**src/rtl/core/crt_pkg.sv**
```systemverilog
`timescale 1ns / 1ps
// ----------------------------------------------------------------------------
// crt_pkg
// Shared defaults, datapath commands and status for the range table unit.
// ----------------------------------------------------------------------------
package crt_pkg;

	localparam int MAX_RANGES_DEF = 16;
	localparam int PAGE_BYTES_DEF = 4096;
	localparam int ADDR_W         = 32;
	localparam int LEN_W          = 32;
	localparam int END_W          = 34;
	localparam int USED_W         = 5;
	localparam int OUT_W          = 8;

	localparam logic CMD_INSERT = 1'b0;
	localparam logic CMD_QUERY  = 1'b1;

	typedef enum logic [3:0] {
		DP_NOP,
		DP_LOAD,
		DP_SPAN,
		DP_READ,
		DP_NEXT,
		DP_GRAB,
		DP_APPEND,
		DP_FULL,
		DP_HIT,
		DP_RESERVE,
		DP_ABSORB,
		DP_KEEP,
		DP_FINAL
	} dp_cmd_t;

	typedef struct packed {
		logic div_done;
		logic is_query;
		logic at_end;
		logic full;
		logic touch;
		logic covers;
		logic hit;
		logic is_cur;
	} dp_status_t;

endpackage

```
**src/rtl/core/crt_remdiv.sv**
```systemverilog
`timescale 1ns / 1ps
// ----------------------------------------------------------------------------
// crt_remdiv
// Page remainder unit: two lanes, a mod PAGE_BYTES and b mod PAGE_BYTES, by
// reciprocal multiplication in a pipeline of input, product, estimate and remainder registers.
// ----------------------------------------------------------------------------
module crt_remdiv #(
	parameter int PAGE_BYTES = crt_pkg::PAGE_BYTES_DEF,
	parameter int RW         = $clog2(PAGE_BYTES + 1)
) (
	input  logic                       clk,
	input  logic                       arst_n,
	input  logic                       start,
	input  logic [crt_pkg::ADDR_W-1:0] a,
	input  logic [crt_pkg::ADDR_W-1:0] b,
	output logic                       done,
	output logic [RW-1:0]              rem_a,
	output logic [RW-1:0]              rem_b
);

	localparam int LG = $clog2(PAGE_BYTES);
	localparam int SH = crt_pkg::ADDR_W + LG;
	localparam int MW = crt_pkg::ADDR_W + 1;
	localparam int PW = crt_pkg::ADDR_W + MW;
	// floor(2^SH / PAGE_BYTES): the quotient estimate is exact or one low
	localparam logic [MW-1:0] RECIP = MW'((64'd1 << SH) / 64'(PAGE_BYTES));
	localparam logic [crt_pkg::ADDR_W-1:0] PAGE_A = crt_pkg::ADDR_W'(PAGE_BYTES);
	localparam logic [RW:0] PAGE_V = (RW + 1)'(PAGE_BYTES);

	logic [3:0]                 stage_q;
	logic [crt_pkg::ADDR_W-1:0] sa_q;
	logic [crt_pkg::ADDR_W-1:0] sb_q;
	logic [PW-1:0]              pa_s1;
	logic [PW-1:0]              pb_s1;
	logic [RW:0]                ea_s2;
	logic [RW:0]                eb_s2;
	logic [RW-1:0]              ra_s3;
	logic [RW-1:0]              rb_s3;
	logic [crt_pkg::ADDR_W-1:0] qa;
	logic [crt_pkg::ADDR_W-1:0] qb;
	logic [RW:0]                ea_next;
	logic [RW:0]                eb_next;
	logic [RW-1:0]              ra_next;
	logic [RW-1:0]              rb_next;

	always_comb begin
		qa      = crt_pkg::ADDR_W'(pa_s1 >> SH);
		qb      = crt_pkg::ADDR_W'(pb_s1 >> SH);
		ea_next = (RW + 1)'(sa_q - qa * PAGE_A);
		eb_next = (RW + 1)'(sb_q - qb * PAGE_A);
		// one correction step covers the low quotient estimate
		ra_next = (ea_s2 >= PAGE_V) ? RW'(ea_s2 - PAGE_V) : RW'(ea_s2);
		rb_next = (eb_s2 >= PAGE_V) ? RW'(eb_s2 - PAGE_V) : RW'(eb_s2);
	end

	always_ff @(posedge clk or negedge arst_n) begin
		if (!arst_n) begin
			stage_q <= '0;
		end else begin
			stage_q <= {stage_q[2:0], start};
		end
	end

	always_ff @(posedge clk) begin
		if (start) begin
			sa_q <= a;
			sb_q <= b;
		end
		pa_s1 <= PW'(sa_q) * PW'(RECIP);
		pb_s1 <= PW'(sb_q) * PW'(RECIP);
		ea_s2 <= ea_next;
		eb_s2 <= eb_next;
		ra_s3 <= ra_next;
		rb_s3 <= rb_next;
	end

	assign done  = stage_q[3];
	assign rem_a = ra_s3;
	assign rem_b = rb_s3;

endmodule

```
**src/rtl/core/crt_datapath.sv**
```systemverilog
`timescale 1ns / 1ps
// ----------------------------------------------------------------------------
// crt_datapath
// Range table memory, span registers, pointers and the compare logic that
// the controller steps through scan, join and write-back.
// ----------------------------------------------------------------------------
module crt_datapath #(
	parameter int MAX_RANGES = crt_pkg::MAX_RANGES_DEF,
	parameter int PAGE_BYTES = crt_pkg::PAGE_BYTES_DEF,
	parameter int CW         = $clog2(MAX_RANGES + 1)
) (
	input  logic                       clk,
	input  logic                       arst_n,
	input  crt_pkg::dp_cmd_t           cmd,
	input  logic                       in_cmd,
	input  logic [crt_pkg::ADDR_W-1:0] in_base,
	input  logic [crt_pkg::LEN_W-1:0]  in_len,
	output crt_pkg::dp_status_t        stat,
	output logic [CW-1:0]              count,
	output logic                       status_bit,
	output logic                       hit_bit
);

	localparam int AW = (MAX_RANGES > 1) ? $clog2(MAX_RANGES) : 1;
	localparam int RW = $clog2(PAGE_BYTES + 1);
	localparam int EW = crt_pkg::END_W;
	localparam int LW = crt_pkg::LEN_W + 1;
	localparam logic [EW-1:0] PAGE_E = EW'(PAGE_BYTES);

	logic [crt_pkg::ADDR_W-1:0] mem_base [MAX_RANGES];
	logic [LW-1:0]              mem_len  [MAX_RANGES];

	logic                       query_q;
	logic                       status_q;
	logic                       hit_q;
	logic [CW-1:0]              count_q;
	logic [CW-1:0]              idx_q;
	logic [CW-1:0]              wr_q;
	logic [CW-1:0]              cur_idx_q;
	logic [CW-1:0]              cur_pos_q;
	logic [crt_pkg::ADDR_W-1:0] base_q;
	logic [crt_pkg::LEN_W-1:0]  len_q;
	logic [EW-1:0]              lo_q;
	logic [EW-1:0]              hi_q;
	logic [crt_pkg::ADDR_W-1:0] rd_base_s1;
	logic [LW-1:0]              rd_len_s1;

	logic                       div_start;
	logic                       div_done;
	logic [RW-1:0]              rem_a;
	logic [RW-1:0]              rem_b;

	logic [EW-1:0]              rd_lo;
	logic [EW-1:0]              rd_hi;
	logic [EW-1:0]              new_lo;
	logic [EW-1:0]              new_hi;
	logic [EW-1:0]              r_start;
	logic [EW-1:0]              r_pad;
	logic [EW-1:0]              r_end;
	logic                       wr_en;
	logic [CW-1:0]              wr_addr;
	logic [crt_pkg::ADDR_W-1:0] wr_base;
	logic [LW-1:0]              wr_len;

	assign div_start = (cmd == crt_pkg::DP_LOAD) && (in_cmd == crt_pkg::CMD_INSERT);

	crt_remdiv #(
		.PAGE_BYTES(PAGE_BYTES),
		.RW        (RW)
	) u_remdiv (
		.clk   (clk),
		.arst_n(arst_n),
		.start (div_start),
		.a     (in_base),
		.b     (in_len),
		.done  (div_done),
		.rem_a (rem_a),
		.rem_b (rem_b)
	);

	always_comb begin
		rd_lo   = EW'(rd_base_s1);
		rd_hi   = EW'(rd_base_s1) + EW'(rd_len_s1);
		new_lo  = (rd_lo < lo_q) ? rd_lo : lo_q;
		new_hi  = (rd_hi > hi_q) ? rd_hi : hi_q;
		// round start down and size up to whole pages
		r_start = EW'(base_q) - EW'(rem_a);
		r_pad   = (rem_b == '0) ? '0 : (PAGE_E - EW'(rem_b));
		r_end   = r_start + EW'(len_q) + r_pad;
	end

	always_comb begin
		stat.div_done = div_done;
		stat.is_query = query_q;
		stat.at_end   = (idx_q >= count_q);
		stat.full     = (count_q >= CW'(MAX_RANGES));
		stat.touch    = !((hi_q < rd_lo) || (lo_q > rd_hi));
		stat.covers   = (lo_q >= rd_lo) && (hi_q <= rd_hi);
		stat.hit      = ((lo_q >= rd_lo) && (lo_q < rd_hi)) ||
		                ((hi_q >= rd_lo) && (hi_q < rd_hi));
		stat.is_cur   = (idx_q == cur_idx_q);
	end

	always_comb begin
		wr_en   = 1'b0;
		wr_addr = wr_q;
		wr_base = rd_base_s1;
		wr_len  = rd_len_s1;
		case (cmd)
			crt_pkg::DP_APPEND: begin
				wr_en   = 1'b1;
				wr_addr = count_q;
				wr_base = lo_q[crt_pkg::ADDR_W-1:0];
				wr_len  = LW'(hi_q - lo_q);
			end
			crt_pkg::DP_KEEP: begin
				wr_en = 1'b1;
			end
			crt_pkg::DP_FINAL: begin
				wr_en   = 1'b1;
				wr_addr = cur_pos_q;
				wr_base = lo_q[crt_pkg::ADDR_W-1:0];
				wr_len  = LW'(hi_q - lo_q);
			end
			default: begin
				wr_en = 1'b0;
			end
		endcase
	end

	always_ff @(posedge clk) begin
		if (wr_en) begin
			mem_base[wr_addr[AW-1:0]] <= wr_base;
			mem_len[wr_addr[AW-1:0]]  <= wr_len;
		end
		if (cmd == crt_pkg::DP_READ) begin
			rd_base_s1 <= mem_base[idx_q[AW-1:0]];
			rd_len_s1  <= mem_len[idx_q[AW-1:0]];
		end
	end

	always_ff @(posedge clk) begin
		case (cmd)
			crt_pkg::DP_LOAD: begin
				base_q <= in_base;
				len_q  <= in_len;
				lo_q   <= EW'(in_base);
				hi_q   <= EW'(in_base) + EW'(in_len);
			end
			crt_pkg::DP_SPAN: begin
				lo_q <= r_start;
				hi_q <= r_end;
			end
			crt_pkg::DP_GRAB, crt_pkg::DP_ABSORB: begin
				lo_q <= new_lo;
				hi_q <= new_hi;
			end
			default: begin
				lo_q <= lo_q;
			end
		endcase
	end

	always_ff @(posedge clk or negedge arst_n) begin
		if (!arst_n) begin
			query_q   <= 1'b0;
			status_q  <= 1'b0;
			hit_q     <= 1'b0;
			count_q   <= '0;
			idx_q     <= '0;
			wr_q      <= '0;
			cur_idx_q <= '0;
			cur_pos_q <= '0;
		end else begin
			case (cmd)
				crt_pkg::DP_LOAD: begin
					query_q  <= in_cmd;
					status_q <= 1'b0;
					hit_q    <= 1'b0;
					idx_q    <= '0;
				end
				crt_pkg::DP_NEXT: begin
					idx_q <= idx_q + 1'b1;
				end
				crt_pkg::DP_GRAB: begin
					cur_idx_q <= idx_q;
					idx_q     <= '0;
					wr_q      <= '0;
				end
				crt_pkg::DP_APPEND: begin
					count_q <= count_q + 1'b1;
				end
				crt_pkg::DP_FULL: begin
					status_q <= 1'b1;
				end
				crt_pkg::DP_HIT: begin
					hit_q <= 1'b1;
				end
				crt_pkg::DP_RESERVE: begin
					cur_pos_q <= wr_q;
					wr_q      <= wr_q + 1'b1;
					idx_q     <= idx_q + 1'b1;
				end
				crt_pkg::DP_ABSORB: begin
					idx_q <= idx_q + 1'b1;
				end
				crt_pkg::DP_KEEP: begin
					wr_q  <= wr_q + 1'b1;
					idx_q <= idx_q + 1'b1;
				end
				crt_pkg::DP_FINAL: begin
					count_q <= wr_q;
				end
				default: begin
					count_q <= count_q;
				end
			endcase
		end
	end

	assign count      = count_q;
	assign status_bit = status_q;
	assign hit_bit    = hit_q;

endmodule

```
**src/rtl/core/crt_ctrl.sv**
```systemverilog
`timescale 1ns / 1ps
// ----------------------------------------------------------------------------
// crt_ctrl
// Sequencer: page rounding wait, table scan, join pass with compaction,
// write-back of the merged entry and hand-off to the output register.
// ----------------------------------------------------------------------------
module crt_ctrl (
	input  logic                clk,
	input  logic                arst_n,
	input  logic                req_valid,
	input  logic                req_cmd,
	input  logic                out_free,
	input  crt_pkg::dp_status_t stat,
	output crt_pkg::dp_cmd_t    cmd,
	output logic                idle,
	output logic                out_load
);

	typedef enum logic [2:0] {
		ST_IDLE,
		ST_DIV,
		ST_SCAN_RD,
		ST_SCAN_EV,
		ST_JOIN_RD,
		ST_JOIN_EV,
		ST_FINAL,
		ST_RESULT
	} state_t;

	state_t state_q;
	state_t state_d;

	always_comb begin
		state_d  = state_q;
		cmd      = crt_pkg::DP_NOP;
		out_load = 1'b0;
		case (state_q)
			ST_IDLE: begin
				if (req_valid) begin
					cmd     = crt_pkg::DP_LOAD;
					state_d = (req_cmd == crt_pkg::CMD_QUERY) ? ST_SCAN_RD : ST_DIV;
				end
			end
			ST_DIV: begin
				if (stat.div_done) begin
					cmd     = crt_pkg::DP_SPAN;
					state_d = ST_SCAN_RD;
				end
			end
			ST_SCAN_RD: begin
				if (!stat.at_end) begin
					cmd     = crt_pkg::DP_READ;
					state_d = ST_SCAN_EV;
				end else begin
					state_d = ST_RESULT;
					if (!stat.is_query) begin
						cmd = stat.full ? crt_pkg::DP_FULL : crt_pkg::DP_APPEND;
					end
				end
			end
			ST_SCAN_EV: begin
				if (stat.is_query) begin
					if (stat.hit) begin
						cmd     = crt_pkg::DP_HIT;
						state_d = ST_RESULT;
					end else begin
						cmd     = crt_pkg::DP_NEXT;
						state_d = ST_SCAN_RD;
					end
				end else if (stat.touch) begin
					if (stat.covers) begin
						state_d = ST_RESULT;
					end else begin
						cmd     = crt_pkg::DP_GRAB;
						state_d = ST_JOIN_RD;
					end
				end else begin
					cmd     = crt_pkg::DP_NEXT;
					state_d = ST_SCAN_RD;
				end
			end
			ST_JOIN_RD: begin
				if (stat.at_end) begin
					state_d = ST_FINAL;
				end else if (stat.is_cur) begin
					// hold a slot for the merged entry
					cmd = crt_pkg::DP_RESERVE;
				end else begin
					cmd     = crt_pkg::DP_READ;
					state_d = ST_JOIN_EV;
				end
			end
			ST_JOIN_EV: begin
				cmd     = stat.touch ? crt_pkg::DP_ABSORB : crt_pkg::DP_KEEP;
				state_d = ST_JOIN_RD;
			end
			ST_FINAL: begin
				cmd     = crt_pkg::DP_FINAL;
				state_d = ST_RESULT;
			end
			ST_RESULT: begin
				if (out_free) begin
					out_load = 1'b1;
					state_d  = ST_IDLE;
				end
			end
			default: begin
				state_d = ST_IDLE;
			end
		endcase
	end

	always_ff @(posedge clk or negedge arst_n) begin
		if (!arst_n) begin
			state_q <= ST_IDLE;
		end else begin
			state_q <= state_d;
		end
	end

	assign idle = (state_q == ST_IDLE);

endmodule

```
**src/rtl/core/coalescing_range_table_unit.sv**
```systemverilog
`timescale 1ns / 1ps
// ----------------------------------------------------------------------------
// coalescing_range_table_unit
// Ordered table of page-rounded address ranges with merging insert and
// overlap query; one request at a time, one response per request.
// ----------------------------------------------------------------------------
// One request is taken at a time. A query walks the valid entries, a read
// state and an evaluate state per entry, and stops at the first hit. An insert
// first waits on the pipelined page remainder unit and the rounding step, then
// scans the same way; a merge adds a join pass over the whole table and one
// write-back. The single-port table memory with its registered read sets the
// per-entry cost. No clearing pass after reset.
module coalescing_range_table_unit #(
	parameter int MAX_RANGES = crt_pkg::MAX_RANGES_DEF,
	parameter int PAGE_BYTES = crt_pkg::PAGE_BYTES_DEF
) (
	input  logic                     clk,
	input  logic                     arst_n,
	input  logic                     s_tvalid,
	output logic                     s_tready,
	input  logic [63:0]              s_tdata,  // base_address[31:0], length[63:32]
	input  logic                     s_tuser,  // cmd
	output logic                     m_tvalid,
	input  logic                     m_tready,
	output logic [crt_pkg::OUT_W-1:0] m_tdata  // status[0], hit[1], entries_used[6:2]
);

	localparam int CW = $clog2(MAX_RANGES + 1);

	crt_pkg::dp_cmd_t          cmd;
	crt_pkg::dp_status_t       stat;
	logic                      idle;
	logic                      out_load;
	logic                      out_free;
	logic [CW-1:0]             count;
	logic                      status_bit;
	logic                      hit_bit;
	logic                      out_valid_q;
	logic [crt_pkg::OUT_W-1:0] out_data_q;

	assign out_free = !out_valid_q || m_tready;

	crt_ctrl u_ctrl (
		.clk      (clk),
		.arst_n   (arst_n),
		.req_valid(s_tvalid),
		.req_cmd  (s_tuser),
		.out_free (out_free),
		.stat     (stat),
		.cmd      (cmd),
		.idle     (idle),
		.out_load (out_load)
	);

	crt_datapath #(
		.MAX_RANGES(MAX_RANGES),
		.PAGE_BYTES(PAGE_BYTES),
		.CW        (CW)
	) u_datapath (
		.clk       (clk),
		.arst_n    (arst_n),
		.cmd       (cmd),
		.in_cmd    (s_tuser),
		.in_base   (s_tdata[31:0]),
		.in_len    (s_tdata[63:32]),
		.stat      (stat),
		.count     (count),
		.status_bit(status_bit),
		.hit_bit   (hit_bit)
	);

	always_ff @(posedge clk or negedge arst_n) begin
		if (!arst_n) begin
			out_valid_q <= 1'b0;
		end else if (out_load) begin
			out_valid_q <= 1'b1;
		end else if (m_tready) begin
			out_valid_q <= 1'b0;
		end
	end

	always_ff @(posedge clk) begin
		if (out_load) begin
			out_data_q <= {1'b0, crt_pkg::USED_W'(count), hit_bit, status_bit};
		end
	end

	assign s_tready = idle;
	assign m_tvalid = out_valid_q;
	assign m_tdata  = out_data_q;

	a_count_bound: assert property (@(posedge clk) disable iff (!arst_n)
		count <= CW'(MAX_RANGES))
		else $error("range count above table size");

	a_full_only_when_full: assert property (@(posedge clk) disable iff (!arst_n)
		out_load && status_bit |-> count == CW'(MAX_RANGES))
		else $error("full reported with free entries");

	a_one_at_a_time: assert property (@(posedge clk) disable iff (!arst_n)
		s_tvalid && s_tready |=> !s_tready)
		else $error("request taken while busy");

	a_load_into_free: assert property (@(posedge clk) disable iff (!arst_n)
		out_load |-> !out_valid_q || m_tready)
		else $error("response overwritten");

endmodule

```
**config.mk**
```make
export PLATFORM = sky130hd
export DESIGN_NAME = coalescing_range_table_unit
export DESIGN_NICKNAME = d
export VERILOG_FILES = /design/src/rtl/core/crt_pkg.sv /design/src/rtl/core/crt_remdiv.sv /design/src/rtl/core/crt_datapath.sv /design/src/rtl/core/crt_ctrl.sv /design/src/rtl/core/coalescing_range_table_unit.sv
export SDC_FILE = /design/constraint.sdc
export NUM_CORES = 2
export LEC_CHECK = 0
export BUFFER_PORTS_ARGS = -buffer_cell sky130_fd_sc_hd__buf_4
export CAP_MARGIN = 40
export CORE_MARGIN = 1
export CORE_UTILIZATION = 43
export DETAILED_ROUTE_END_ITERATION = 6
export PLACE_DENSITY = 0.68
export SYNTH_ARGS = -nofsm -noshare
export SYNTH_HDL_FRONTEND = slang
export SYNTH_SLANG_ARGS = --single-unit
```
**constraint.sdc**
```tcl
create_clock -name clk -period 22.4 [get_ports clk]
set_clock_uncertainty 0.1 [all_clocks]
set_input_delay 2.24 -clock clk [delete_from_list [all_inputs] [get_ports clk]]
set_output_delay 2.24 -clock clk [all_outputs]
set_load 0.005 [all_outputs]
```
==> qor.yml <==
status: "finished, final reports clean"
syn-cell-area_um2: 62130
reg2regPathDepth: 27
tightest_slew_ns: 0.9061
grt_pass1_wl_um: 221900
cp-endpoint: "u_datapath.mem_len[3][0]"
vias: 35030
dpl.cell_count: 5803
crit_start: "u_datapath.rd_base_s1[7]"
finalHoldViolCount: 0
vias_per_cell: 5.799
reg2reg_to: "u_datapath.mem_len[3][0]"
dr.max_layer_used: "met4"
wire_per_inst_um: 24.42
rrSetupSlack_ns: 13.54
rows: 139
area_growth_pct: 12.72
dp_hpwl_um: 97280
max_cap_viol_count: 0
portBuffers: 77
hold_path_class: "flip-flop to flip-flop"
htreeDepth: 4
die_area_um2: 146000
drv_slew: 0
n_antenna_cell: 0
peakVddDrop_mv: 0.1247
dieWidth_um: 382.1
period_needed_ns: 8.856
synth-edff-count: 1271
fillers: 11760
insertion_delay_ns: 0.77
wl_met1_um: 63220
ys_seq_area_frac: 0.6471
required_ns: 22.68
met3_length_um: 9814
endpoint_kind: "flip-flop"
cts_tree: "built"
slowest_stage: "a2111oi_0"
ios: 79
routed_wl_um: 147500
design_area_um2: 70030
ys_async_sr_fraction: 0.02566
power_density_nw_per_um2: 161.3
antenna_found_initial: 4
grtUsageTotal: 0.2022
numCtsBuffers: 135
timing.fmax_ghz: 0.1129
ys.flop_type: "edfxtp_1"
nNetsFinal: 4426
dr_wl_met2_um: 69420
relSlewSlack: 0.3803
synth.avg_cell_area_um2: 16.27
ctsHoldBuffers: 0
grt_start_max_net_pins: 111
ys_types: 83
crit_path_start_kind: "flip-flop"
crit_type: "flip-flop to flip-flop"
setup_viol: 0
synth_warnings: 0
register_area_um2: 40220
first_pass_iters: 5
cp.depth: 27
place_congestion: 0.9003
drc: 0
post_cts.repair.setup_buffers: 0
initialDrtViolationCount: 3231
synth_seq_cells: 1364
clk_pin_slew_ns: 0.06
path_max_fanout: 51
grt_overflow: 0
crit_path_frequent_cell: "buf_4"
p_leak_nw: 24.64
syn-instance-count: 3818
ant_nets: 0
critical_path_buf_inv_count: 4
synth_fp_nets: 4207
finalNonFillerCells: 6041
core_area_um2: 143500
post_dp_cell_area_um2: 65850
cts-root-buf: "clkbuf_16"
worst_hold_slack_ns: 0.2219
first_global_vias: 35330
cts_sinks: 1364
start_util: 0.4330
arrival_ns: 9.14
die_y_um: 382.1
worst_slack_ns: 13.54
rr_startpoint: "u_datapath.rd_base_s1[7]"
fin_crit_sh: 0.3954
pre_cts_ws_ns: 13.65
layout-drive-gt1-share: 0.1866
cts_resized: 0
clk_path_buf_depth: 3
tns_ns: 0
multi_input_area_um2: 20700
slowest_delay_ns: 0.80
rsz0062_at_grt: "no"
cp_top_family: "compound AO/OA/AOI/OAI gates"
[registers in the layout (all words and copies together) (netlist names), 4 cells and up]
name / flops
u_datapath.u_remdiv.sa_q: 14
u_datapath.u_remdiv.stage_q: 4
u_datapath.cur_pos_q: 4
u_datapath.idx_q: 5
u_datapath.len_q: 32
u_datapath.hi_q: 34
u_datapath.mem_base: 512
u_datapath.wr_q: 5
u_datapath.u_remdiv.ea_s2: 14
u_datapath.base_q: 32
u_datapath.rd_len_s1: 33
u_datapath.u_remdiv.eb_s2: 14
m_tdata: 7
u_datapath.cur_idx_q: 5
u_datapath.u_remdiv.sb_q: 14
u_datapath.mem_len: 528
u_datapath.lo_q: 33
u_datapath.count: 5
u_datapath.rd_base_s1: 32
u_datapath.u_remdiv.rem_b: 13
u_datapath.u_remdiv.rem_a: 13
[metrics by stage]
stage / total power (W) / util
final: 0.01130 / 0.4881
after floorplan: 0.007407 / -
after detailed placement: 0.009110 / 0.4590
after global placement: 0.008961 / 0.4574
after global routing: 0.01188 / 0.4881
after CTS: 0.01131 / 0.4881
[metal layers]
metal  up-vias  GRT usage
met4         0    0.07519
met1     17920     0.2832
met3       241    0.02958
met2      1317     0.3209
li1      15560          -
met5         -          0
[worst register-to-register path, cell delays in order (launching register included)]
cell	delay (ns)
edfxtp_1	0.41
ha_1	0.43
a21o_1	0.25
a31oi_1	0.21
nor3b_1	0.23
a21oi_1	0.22
a41oi_1	0.41
a21oi_1	0.24
a41o_1	0.32
o41ai_1	0.41
o2111ai_1	0.24
xnor2_1	0.35
ha_1	0.32
nand4_1	0.14
a21oi_1	0.06
a2111oi_0	0.80
a21o_1	0.15
o41a_1	0.16
o211ai_2	0.15
nor3_1	0.26
a22oi_2	0.13
a31oi_4	0.18
buf_4	0.42
a221oi_1	0.16
buf_4	0.22
nor4_2	0.31
buf_4	0.43
buf_4	0.71
[power breakdown]
part | switching [W] | internal (W)
registers | 0.000253 | 0.00391
logic | 0.00308 | 0.00187
clock network | 0.000948 | 0.00123
[placed cells by master (no fill, tap or decap), types with 57 or more instances in the layout]
cell | Yosys | layout
a21o_1 | 57 | 57
a21oi_1 | 137 | 137
buf_4 | 8 | 192
clkbuf_16 | 0 | 141
dfxtp_1 | 58 | 58
edfxtp_1 | 1271 | 1271
ha_1 | 283 | 283
inv_1 | 235 | 234
mux4_2 | 325 | 325
nand2_1 | 253 | 252
nor2_1 | 106 | 104
o21ai_0 | 144 | 142
o221ai_1 | 64 | 64
xnor2_1 | 87 | 87
xor2_1 | 70 | 70
[kinds of logic after synthesis]
kind of cell | count (synthesis) | synth area share
AO/OA/AOI/OAI | 616 | 0.06694
adder cells (fa/ha/maj) | 320 | 0.06891
other | 1 | 0.00006036
AND/OR/NAND/NOR | 657 | 0.05099
XOR/XNOR | 157 | 0.02213
multiplexers | 346 | 0.1215
flip-flops | 1364 | 0.6471
buffers and inverters | 357 | 0.02237
[worst min path at each step]
stage          slack (ns)                           from  depth (start not counted)                            end
3_3_place_gp         0.21  u_datapath.u_remdiv.eb_s2[10]                          0  u_datapath.u_remdiv.rem_b[10]
2_1_floorplan        0.21   u_datapath.u_remdiv.ea_s2[0]                          0   u_datapath.u_remdiv.rem_a[0]
3_5_place_dp         0.21   u_datapath.u_remdiv.ea_s2[9]                          0   u_datapath.u_remdiv.rem_a[9]
5_1_grt              0.23   u_datapath.u_remdiv.eb_s2[4]                          0   u_datapath.u_remdiv.rem_b[4]
4_1_cts              0.22  u_datapath.u_remdiv.eb_s2[11]                          0  u_datapath.u_remdiv.rem_b[11]
6_report             0.22  u_datapath.u_remdiv.eb_s2[11]                          0  u_datapath.u_remdiv.rem_b[11]
[cell usage after synthesis, drive strengths merged (64+ instances only)]
cell type | n | share of area
edfxtp | 1271 | 0.61
mux4 | 325 | 0.12
ha | 283 | 0.057
nand2 | 253 | 0.015
inv | 235 | 0.014
o21ai | 155 | 0.013
a21oi | 140 | 0.011
nor2 | 107 | 0.0065
xnor2 | 87 | 0.012
clkbuf | 84 | 0.0051
xor2 | 70 | 0.0099
o221ai | 64 | 0.0090
[area by class of cell]
| type | instances | share of cell area |
|---|---|---|
| inverters | 235 | 0.01260 |
| multi-input cells | 2097 | 0.2956 |
| repair buffers | 204 | 0.02378 |
| clock inverters | 57 | 0.006753 |
| well taps | 1903 | 0.03400 |
| flip-flops and latches | 1364 | 0.5743 |
| clock buffers | 181 | 0.05295 |
(Power assumes the default switching activity.)
